## src/rtl/ppd_pkg.sv

```systemverilog
// Shared constants for the perfect power detector.
package ppd_pkg;

    localparam int DIGIT_BITS    = 16;
    localparam int BASE_BITS     = 32;
    localparam int EXP_BITS      = 6;
    localparam int OUT_DATA_BITS = ((BASE_BITS + EXP_BITS + 7) / 8) * 8;

endpackage

```

## src/rtl/ppd_lead.sv

```systemverilog
// Leading-one scanner: shifts the value left one bit a cycle until its MSB is set.
module ppd_lead #(
    parameter int VALUE_BITS = 63
) (
    input  logic                          i_clk,
    input  logic                          i_rst_n,
    input  logic                          i_start,
    input  logic [VALUE_BITS-1:0]         i_value,
    output logic                          o_done,
    output logic [$clog2(VALUE_BITS)-1:0] o_lead
);

    localparam int LW = $clog2(VALUE_BITS);

    logic                  r_busy;
    logic [VALUE_BITS-1:0] r_v;
    logic [LW-1:0]         r_pos;

    assign o_done = r_busy && r_v[VALUE_BITS-1];
    assign o_lead = r_pos;

    always_ff @(posedge i_clk) begin
        if (!i_rst_n) begin
            r_busy <= 1'b0;
        end else if (i_start) begin
            r_busy <= 1'b1;
        end else if (o_done) begin
            r_busy <= 1'b0;
        end
    end

    always_ff @(posedge i_clk) begin
        if (i_start) begin
            r_v   <= i_value;
            r_pos <= LW'(VALUE_BITS - 1);
        end else if (r_busy && !r_v[VALUE_BITS-1]) begin
            r_v   <= r_v << 1;
            r_pos <= r_pos - 1'b1;
        end
    end

endmodule

```

## src/rtl/ppd_mul.sv

```systemverilog
// Digit-serial multiplier: one A x DIGIT_BITS partial product per cycle, MSB digit first.
module ppd_mul
    import ppd_pkg::*;
#(
    parameter int A_BITS = 63,
    parameter int B_BITS = 33
) (
    input  logic                  i_clk,
    input  logic                  i_rst_n,
    input  logic                  i_start,
    input  logic [A_BITS-1:0]     i_a,
    input  logic [B_BITS-1:0]     i_b,
    output logic                  o_done,
    output logic [A_BITS + ((B_BITS + DIGIT_BITS - 1) / DIGIT_BITS) * DIGIT_BITS - 1:0] o_prod
);

    localparam int ND = (B_BITS + DIGIT_BITS - 1) / DIGIT_BITS;
    localparam int BP = ND * DIGIT_BITS;
    localparam int PW = A_BITS + BP;
    localparam int QW = A_BITS + DIGIT_BITS;
    localparam int CW = $clog2(ND + 1);

    logic                  r_busy;
    logic                  r_done;
    logic [CW-1:0]         r_cnt;
    logic [A_BITS-1:0]     r_a;
    logic [BP-1:0]         r_b;
    logic [QW-1:0]         r_pp;
    logic [PW-1:0]         r_acc;
    logic [DIGIT_BITS-1:0] w_digit;

    assign w_digit = r_b[BP-1 -: DIGIT_BITS];
    assign o_done  = r_done;
    assign o_prod  = r_acc;

    always_ff @(posedge i_clk) begin
        if (!i_rst_n) begin
            r_busy <= 1'b0;
            r_done <= 1'b0;
        end else begin
            r_done <= r_busy && (r_cnt == CW'(ND));
            if (i_start) begin
                r_busy <= 1'b1;
            end else if (r_busy && (r_cnt == CW'(ND))) begin
                r_busy <= 1'b0;
            end
        end
    end

    always_ff @(posedge i_clk) begin
        if (i_start) begin
            r_a   <= i_a;
            r_b   <= BP'(i_b);
            r_acc <= '0;
            r_cnt <= '0;
        end else if (r_busy) begin
            r_pp  <= r_a * w_digit;
            r_b   <= r_b << DIGIT_BITS;
            r_cnt <= r_cnt + 1'b1;
            if (r_cnt != '0) begin
                r_acc <= (r_acc << DIGIT_BITS) + PW'(r_pp);
            end
        end
    end

endmodule

```

## src/rtl/perfect_power_detector_top.sv

```systemverilog
// Perfect power detector: sequencer with bisection over a shared digit-serial multiplier.
//
// Slave stream: one word carries the value to test in tdata bits [VALUE_BITS-1:0].
// Master stream: one result word per input word; tuser = found, tdata holds the
// base in [31:0] and the exponent in [37:32]; both are zero when not found.
// Exponents run from 2 up to the leading-one position of the value; for each, the
// base is bisected in [2, 2^(floor(top/e)+1)] and the first exact hit is returned.
// Values below 4 go straight from accept to the done state and are reported once the
// output register is free. Otherwise the leading-one scanner finds the leading one,
// then each bisection step runs up to e-1 multiplies on the digit-serial multiplier,
// which takes the base in ND 16-bit digits (3 at 63 bits).
// One value is in flight at a time; s_axis_tready is high only when the sequencer
// is idle. The result sits in an output register, so a stalled receiver does not
// stop the next value from being accepted; a second result waits until the first
// is taken. Reset clears the sequencer and the output valid.
module perfect_power_detector_top
    import ppd_pkg::*;
#(
    parameter int VALUE_BITS = 63
) (
    input  logic                                  i_clk,
    input  logic                                  i_rst_n,
    input  logic                                  s_axis_tvalid,
    output logic                                  s_axis_tready,
    input  logic [((VALUE_BITS + 7) / 8) * 8-1:0] s_axis_tdata,  // value
    output logic                                  m_axis_tvalid,
    input  logic                                  m_axis_tready,
    output logic [OUT_DATA_BITS-1:0]              m_axis_tdata,  // base, exponent
    output logic                                  m_axis_tuser   // found
);

    localparam int W   = VALUE_BITS;
    localparam int LW  = $clog2(W);
    localparam int EW  = LW + 1;
    localparam int BW  = (W - 1) / 2 + 2;
    localparam int ND  = (BW + DIGIT_BITS - 1) / DIGIT_BITS;
    localparam int PW  = W + ND * DIGIT_BITS;
    localparam int PAD = OUT_DATA_BITS - BASE_BITS - EXP_BITS;

    localparam logic [2:0] S_IDLE = 3'd0;
    localparam logic [2:0] S_LEAD = 3'd1;
    localparam logic [2:0] S_INIT = 3'd2;
    localparam logic [2:0] S_MID  = 3'd3;
    localparam logic [2:0] S_BND  = 3'd4;
    localparam logic [2:0] S_POW  = 3'd5;
    localparam logic [2:0] S_MUL  = 3'd6;
    localparam logic [2:0] S_DONE = 3'd7;

    logic [2:0]           r_state, n_state;
    logic                 r_ovalid, n_ovalid;
    logic                 r_ofound, n_ofound;
    logic [BASE_BITS-1:0] r_obase, n_obase;
    logic [EXP_BITS-1:0]  r_oexp, n_oexp;
    logic [W-1:0]         r_n, n_n;
    logic [LW-1:0]        r_top, n_top;
    logic [LW-1:0]        r_e, n_e;
    logic [LW-1:0]        r_q, n_q;
    logic [EW-1:0]        r_qe, n_qe;
    logic [LW-1:0]        r_k, n_k;
    logic [BW-1:0]        r_lo, n_lo;
    logic [BW-1:0]        r_hi, n_hi;
    logic [BW-1:0]        r_mid, n_mid;
    logic [W-1:0]         r_pow, n_pow;
    logic                 r_hit, n_hit;

    logic                 w_accept;
    logic [W-1:0]         w_value;
    logic                 w_lead_start;
    logic                 w_lead_done;
    logic [LW-1:0]        w_lead;
    logic                 w_mul_start;
    logic                 w_mul_done;
    logic [PW-1:0]        w_prod;
    logic [BW-1:0]        w_mid;

    assign s_axis_tready = (r_state == S_IDLE);
    assign w_accept      = s_axis_tvalid && s_axis_tready;
    assign w_value       = s_axis_tdata[W-1:0];
    assign w_lead_start  = w_accept && (w_value >= W'(4));
    assign w_mul_start   = (r_state == S_POW) && (r_k != r_e);
    assign w_mid         = r_lo + ((r_hi - r_lo) >> 1);

    assign m_axis_tvalid = r_ovalid;
    assign m_axis_tuser  = r_ofound;
    assign m_axis_tdata  = {{PAD{1'b0}}, r_oexp, r_obase};

    ppd_lead #(
        .VALUE_BITS(W)
    ) u_lead (
        .i_clk   (i_clk),
        .i_rst_n (i_rst_n),
        .i_start (w_lead_start),
        .i_value (w_value),
        .o_done  (w_lead_done),
        .o_lead  (w_lead)
    );

    ppd_mul #(
        .A_BITS(W),
        .B_BITS(BW)
    ) u_mul (
        .i_clk   (i_clk),
        .i_rst_n (i_rst_n),
        .i_start (w_mul_start),
        .i_a     (r_pow),
        .i_b     (r_mid),
        .o_done  (w_mul_done),
        .o_prod  (w_prod)
    );

    always_comb begin
        n_state  = r_state;
        n_ovalid = r_ovalid;
        n_ofound = r_ofound;
        n_obase  = r_obase;
        n_oexp   = r_oexp;
        n_n      = r_n;
        n_top    = r_top;
        n_e      = r_e;
        n_q      = r_q;
        n_qe     = r_qe;
        n_k      = r_k;
        n_lo     = r_lo;
        n_hi     = r_hi;
        n_mid    = r_mid;
        n_pow    = r_pow;
        n_hit    = r_hit;

        if (r_ovalid && m_axis_tready) begin
            n_ovalid = 1'b0;
        end

        case (r_state)
            S_IDLE: begin
                if (w_accept) begin
                    n_n   = w_value;
                    n_hit = 1'b0;
                    if (w_value < W'(4)) begin
                        n_state = S_DONE;
                    end else begin
                        n_state = S_LEAD;
                    end
                end
            end
            S_LEAD: begin
                if (w_lead_done) begin
                    n_top   = w_lead;
                    n_e     = LW'(2);
                    n_q     = w_lead >> 1;
                    n_qe    = {1'b0, w_lead[LW-1:1], 1'b0};
                    n_state = S_INIT;
                end
            end
            S_INIT: begin
                n_lo    = BW'(2);
                n_hi    = BW'(2) << r_q;
                n_state = S_MID;
            end
            S_MID: begin
                if (r_lo > r_hi) begin
                    if (r_e == r_top) begin
                        n_state = S_DONE;
                    end else begin
                        n_e     = r_e + 1'b1;
                        n_qe    = r_qe + EW'(r_q);
                        n_state = S_BND;
                    end
                end else begin
                    n_mid   = w_mid;
                    n_pow   = W'(w_mid);
                    n_k     = LW'(1);
                    n_state = S_POW;
                end
            end
            S_BND: begin
                if (r_qe > EW'(r_top)) begin
                    n_qe = r_qe - EW'(r_e);
                    n_q  = r_q - 1'b1;
                end else begin
                    n_state = S_INIT;
                end
            end
            S_POW: begin
                if (r_k == r_e) begin
                    if (r_pow == r_n) begin
                        n_hit   = 1'b1;
                        n_state = S_DONE;
                    end else if (r_pow < r_n) begin
                        n_lo    = r_mid + 1'b1;
                        n_state = S_MID;
                    end else begin
                        n_hi    = r_mid - 1'b1;
                        n_state = S_MID;
                    end
                end else begin
                    n_state = S_MUL;
                end
            end
            S_MUL: begin
                if (w_mul_done) begin
                    if (w_prod > PW'(r_n)) begin
                        n_hi    = r_mid - 1'b1;
                        n_state = S_MID;
                    end else begin
                        n_pow   = w_prod[W-1:0];
                        n_k     = r_k + 1'b1;
                        n_state = S_POW;
                    end
                end
            end
            S_DONE: begin
                if (!r_ovalid || m_axis_tready) begin
                    n_ovalid = 1'b1;
                    n_ofound = r_hit;
                    n_obase  = r_hit ? BASE_BITS'(r_mid) : '0;
                    n_oexp   = r_hit ? EXP_BITS'(r_e) : '0;
                    n_state  = S_IDLE;
                end
            end
            default: begin
                n_state = S_IDLE;
            end
        endcase
    end

    always_ff @(posedge i_clk) begin
        if (!i_rst_n) begin
            r_state  <= S_IDLE;
            r_ovalid <= 1'b0;
        end else begin
            r_state  <= n_state;
            r_ovalid <= n_ovalid;
        end
    end

    always_ff @(posedge i_clk) begin
        r_ofound <= n_ofound;
        r_obase  <= n_obase;
        r_oexp   <= n_oexp;
        r_n      <= n_n;
        r_top    <= n_top;
        r_e      <= n_e;
        r_q      <= n_q;
        r_qe     <= n_qe;
        r_k      <= n_k;
        r_lo     <= n_lo;
        r_hi     <= n_hi;
        r_mid    <= n_mid;
        r_pow    <= n_pow;
        r_hit    <= n_hit;
    end

    a_mul_done_in_mul: assert property (@(posedge i_clk) disable iff (!i_rst_n)
        w_mul_done |-> (r_state == S_MUL))
        else $error("multiplier finished outside the multiply state");

    a_found_exp: assert property (@(posedge i_clk) disable iff (!i_rst_n)
        (r_ovalid && r_ofound) |-> (r_oexp >= EXP_BITS'(2)) && (r_obase >= BASE_BITS'(2)))
        else $error("reported power with exponent or base below two");

    a_miss_zero: assert property (@(posedge i_clk) disable iff (!i_rst_n)
        (r_ovalid && !r_ofound) |-> (r_oexp == '0) && (r_obase == '0))
        else $error("miss reported with nonzero base or exponent");

    a_lo_floor: assert property (@(posedge i_clk) disable iff (!i_rst_n)
        (r_state == S_POW) |-> (r_mid >= BW'(2)) && (r_k <= r_e))
        else $error("bisection left its range");

endmodule

```

## config.mk

```make
export PLATFORM = sky130hd
export DESIGN_NAME = perfect_power_detector_top
export DESIGN_NICKNAME = d
export VERILOG_FILES = /design/src/rtl/ppd_pkg.sv /design/src/rtl/ppd_lead.sv /design/src/rtl/ppd_mul.sv /design/src/rtl/perfect_power_detector_top.sv
export SDC_FILE = /design/constraint.sdc
export NUM_CORES = 2
export LEC_CHECK = 0
export ABC_AREA = 1
export BUFFER_PORTS_ARGS = -buffer_cell sky130_fd_sc_hd__buf_2
export CORE_AREA = 2 2 318 445
export DETAILED_ROUTE_END_ITERATION = 12
export DIE_AREA = 0 0 320 447
export PLACE_DENSITY = 0.72
export SETUP_SLACK_MARGIN = 0.4
export SLEW_MARGIN = 0
export SYNTH_ARGS = -nofsm -noshare
export SYNTH_HDL_FRONTEND = slang
export SYNTH_SLANG_ARGS = --single-unit
```

## constraint.sdc

```tcl
create_clock -name i_clk -period 7.1 [get_ports i_clk]
set_input_delay 0.71 -clock i_clk [delete_from_list [all_inputs] [get_ports i_clk]]
set_output_delay 0.71 -clock i_clk [all_outputs]
set_load 0.02 [all_outputs]
```

==> metrics.txt <==
outcome=finished, final reports clean; Worst Max-Slew Pin Slew=1140 ps; die height=447 microns; GRT overflow=0; Final Hold Fails=0; relative slew slack=23.7%; Max Slew Vio Count=0; Reg clk slew, reported paths=70 ps; Synth Area in Simple Gates=21.5%; Hold Crit Depth=1; number of max-cap violations=0; TNS Setup=0 ps; HPWL Detailed=206000 microns; Reg2Reg Setup Slack=490 ps; worst r2r dst=u_mul.r_pp[68]; Synth Cell Area=74600 sq um; Fmax=151 MHz; Synth area leaders=fa_1, edfxtp_1, nand2_1; Yosys top cell by area=fa_1; drt total wl=254000 microns; Synth Area in Adders=30.2%; unique cell type count in the Yosys netlist=61; most common cell in the netlist=nand2_1; hold wc startpoint=s_axis_tdata[52]; drt first-iter violations=5566; Port-buffer cells=107; final worst path period share=93.0%; # hold bufs at CTS=0; clock buffer depth=3; largest net degree at the start of global routing=82; Avg WL per Cell=21.7 microns; Routed Antenna Nets=0; Final Util=58.4%; synthesized instance count=9789; Top Ports=111; Synth Area in Compound Gates=7.52%; Starting Density=53.7%; R2R Path Start=u_mul.r_b[40]; setup violators final=0; Worst setup SP type=flip-flop; r2r worst-path depth=24; Final GP Congestion=1.06; worst endpoint required time=7530 ps; Total GRT Usage=35.5%; Die Width=320 microns; CTS HTree Levels=3; mux contribution to synthesized area=0.0134%; layout cells sized above 1=5.84%; Post-synth EDFFs=534; CP arrival=7040 ps; critical path class=reg -> reg; Hold Slack=217 ps; CP Cell Sequence=buf_4, buf_6, nand2_1, fa_1, fa_1, inv_1, fa_1, fa_1, fa_1, inv_1, fa_1, inv_1, ha_1, nand2_1, nor2_1, inv_1, nor2_1, inv_1, nor2_1, nand2_1, inv_1, nand4_1, nand3_2, xor2_1; die area=143000 sq um; CTS tree=built; Clock Sinks=675; Worst Hold Class=in -> reg; FF+latch count, synth=675; Root Buffer=clkbuf_16; vias in the first global route=65487; crit path launch=u_mul.r_b[40]; area of the core=139000 sq um; First-pass DRT Iterations=8; Post-Synth XOR/XNOR Area=2.15%; floorplan row count=162; CP Buf/Inv Count=8; WHS Endpoint=r_n[52]; via count=64973; ys async rst share=0%; top cell family by delay on the critical path=adder cells; CTS buffer count=72; Main synth FF type=edfxtp_1; RSZ-0062 raised after global routing=true; share of the synthesized area in the top cell type=23.0%; YS warnings=0; CP endpoint kind=flip-flop; most frequent cells after synthesis=nand2_1, inv_1, fa_1; initial antenna violation count=10; average vias per placed instance=5.54; Setup Skew=30.9 ps; sequential-to-total area share from yosys stat=25.3%; P&R area growth vs syn=8.89%; min cycle time layout=6610 ps; max incr delay on CP=550 ps; clock latency on the worst-skew pair=690 ps; Residual DRC=0; Crit-path slowest cell=fa_1; Syn Area/Cell=7.62 sq um; largest family of logic cells by synthesized area=adder cells; # nets final=11205; first-pass GRT wire length=383000 microns; Worst Path Max Fanout=14
-- worst max path at each step --
stage / slack, ps / endpoint / depth (start not counted)
5_1_grt: 290 / u_mul.r_pp[75] / 25
3_5_place_dp: 280 / u_mul.r_pp[68] / 19
2_1_floorplan: 940 / u_lead.r_v[0] / 9
3_3_place_gp: 310 / u_mul.r_pp[73] / 24
4_1_cts: 400 / u_mul.r_pp[74] / 18
6_report: 490 / u_mul.r_pp[68] / 24
-- flip-flops by register name, summed over array words and instances, names as in the netlist, 32 cells and up --
register	cells
u_mul.r_a	63
u_mul.r_pp	79
r_mid	33
r_n	63
r_hi	33
u_mul.o_prod	111
u_lead.r_v	63
r_obase	32
u_mul.r_b	48
r_pow	63
r_lo	33
-- per-stage QoR --
step / setup WS [ps] / std cells / area [sq um]
6_report: 494 / 11718 / 81200
5_1_grt: 291 / 11717 / 81200
4_1_cts: 403 / 11672 / 80400
3_5_place_dp: 277 / 11504 / 77500
3_3_place_gp: 311 / 11504 / 77500
2_1_floorplan: 939 / 9790 / 74600
-- layout by cell type, fill, tap and decap left out, types with 14 or more instances in the layout --
master     count
nand2_1     2661
inv_1       2296
fa_1         855
nor2_1       685
edfxtp_1     534
a21oi_1      475
ha_1         426
o21ai_0      363
nand3_1      289
buf_4        153
xor2_1       146
dfxtp_1      126
buf_2        107
nand4_1      103
nor3_1        88
clkbuf_16     78
buf_12        57
xnor2_1       34
a21o_1        28
nor4_1        27
o21a_1        24
a21oi_2       19
nor2_2        19
o22ai_1       17
a31oi_1       16
a22o_1        15
o211ai_1      14
-- metal layers --
layer | up-vias | global-route usage (%) | part of all wire (%)
met1 | 31597 | 45.3 | 38
met4 | 4 | 17.4 | 6.3
met3 | 701 | 4.09 | 7.6
li1 | 29866 | - | -
met5 | - | 0 | 0.011
met2 | 2805 | 60.0 | 48
-- timing repair --
item,in CTS,in global routing
setup buffers,35,38
pin swaps,0,1
resized for setup,2,51
endpoints found under the hold margin,0,0
cloned,0,5
setup endpoints to repair,28,47
-- cell families (layout without fill, tap and decap cells) --
logic type,Yosys count,in the layout
compound gates,1036,1036
xor+xnor,183,183
fa+ha+maj,1285,1285
buf+inv,2650,2771
flops,675,675
mux,1,1
other cells,1,5
simple gates,3958,3958
-- layout make-up --
type | count | area, sq um
Timing Repair Buffer | 324 | 2990
Sequential cell | 675 | 18900
Inverter | 2314 | 8690
Multi-Input combinational cell | 6465 | 46000
Tap cell | 1804 | 2260
Fill cell | 12754 | 57800
Clock inverter | 45 | 487
Antenna cell | 3 | 7.51
Clock buffer | 88 | 1950
Power is not shown: default switching activity piles up to over one toggle a cycle in this logic, so the estimate is an artifact.
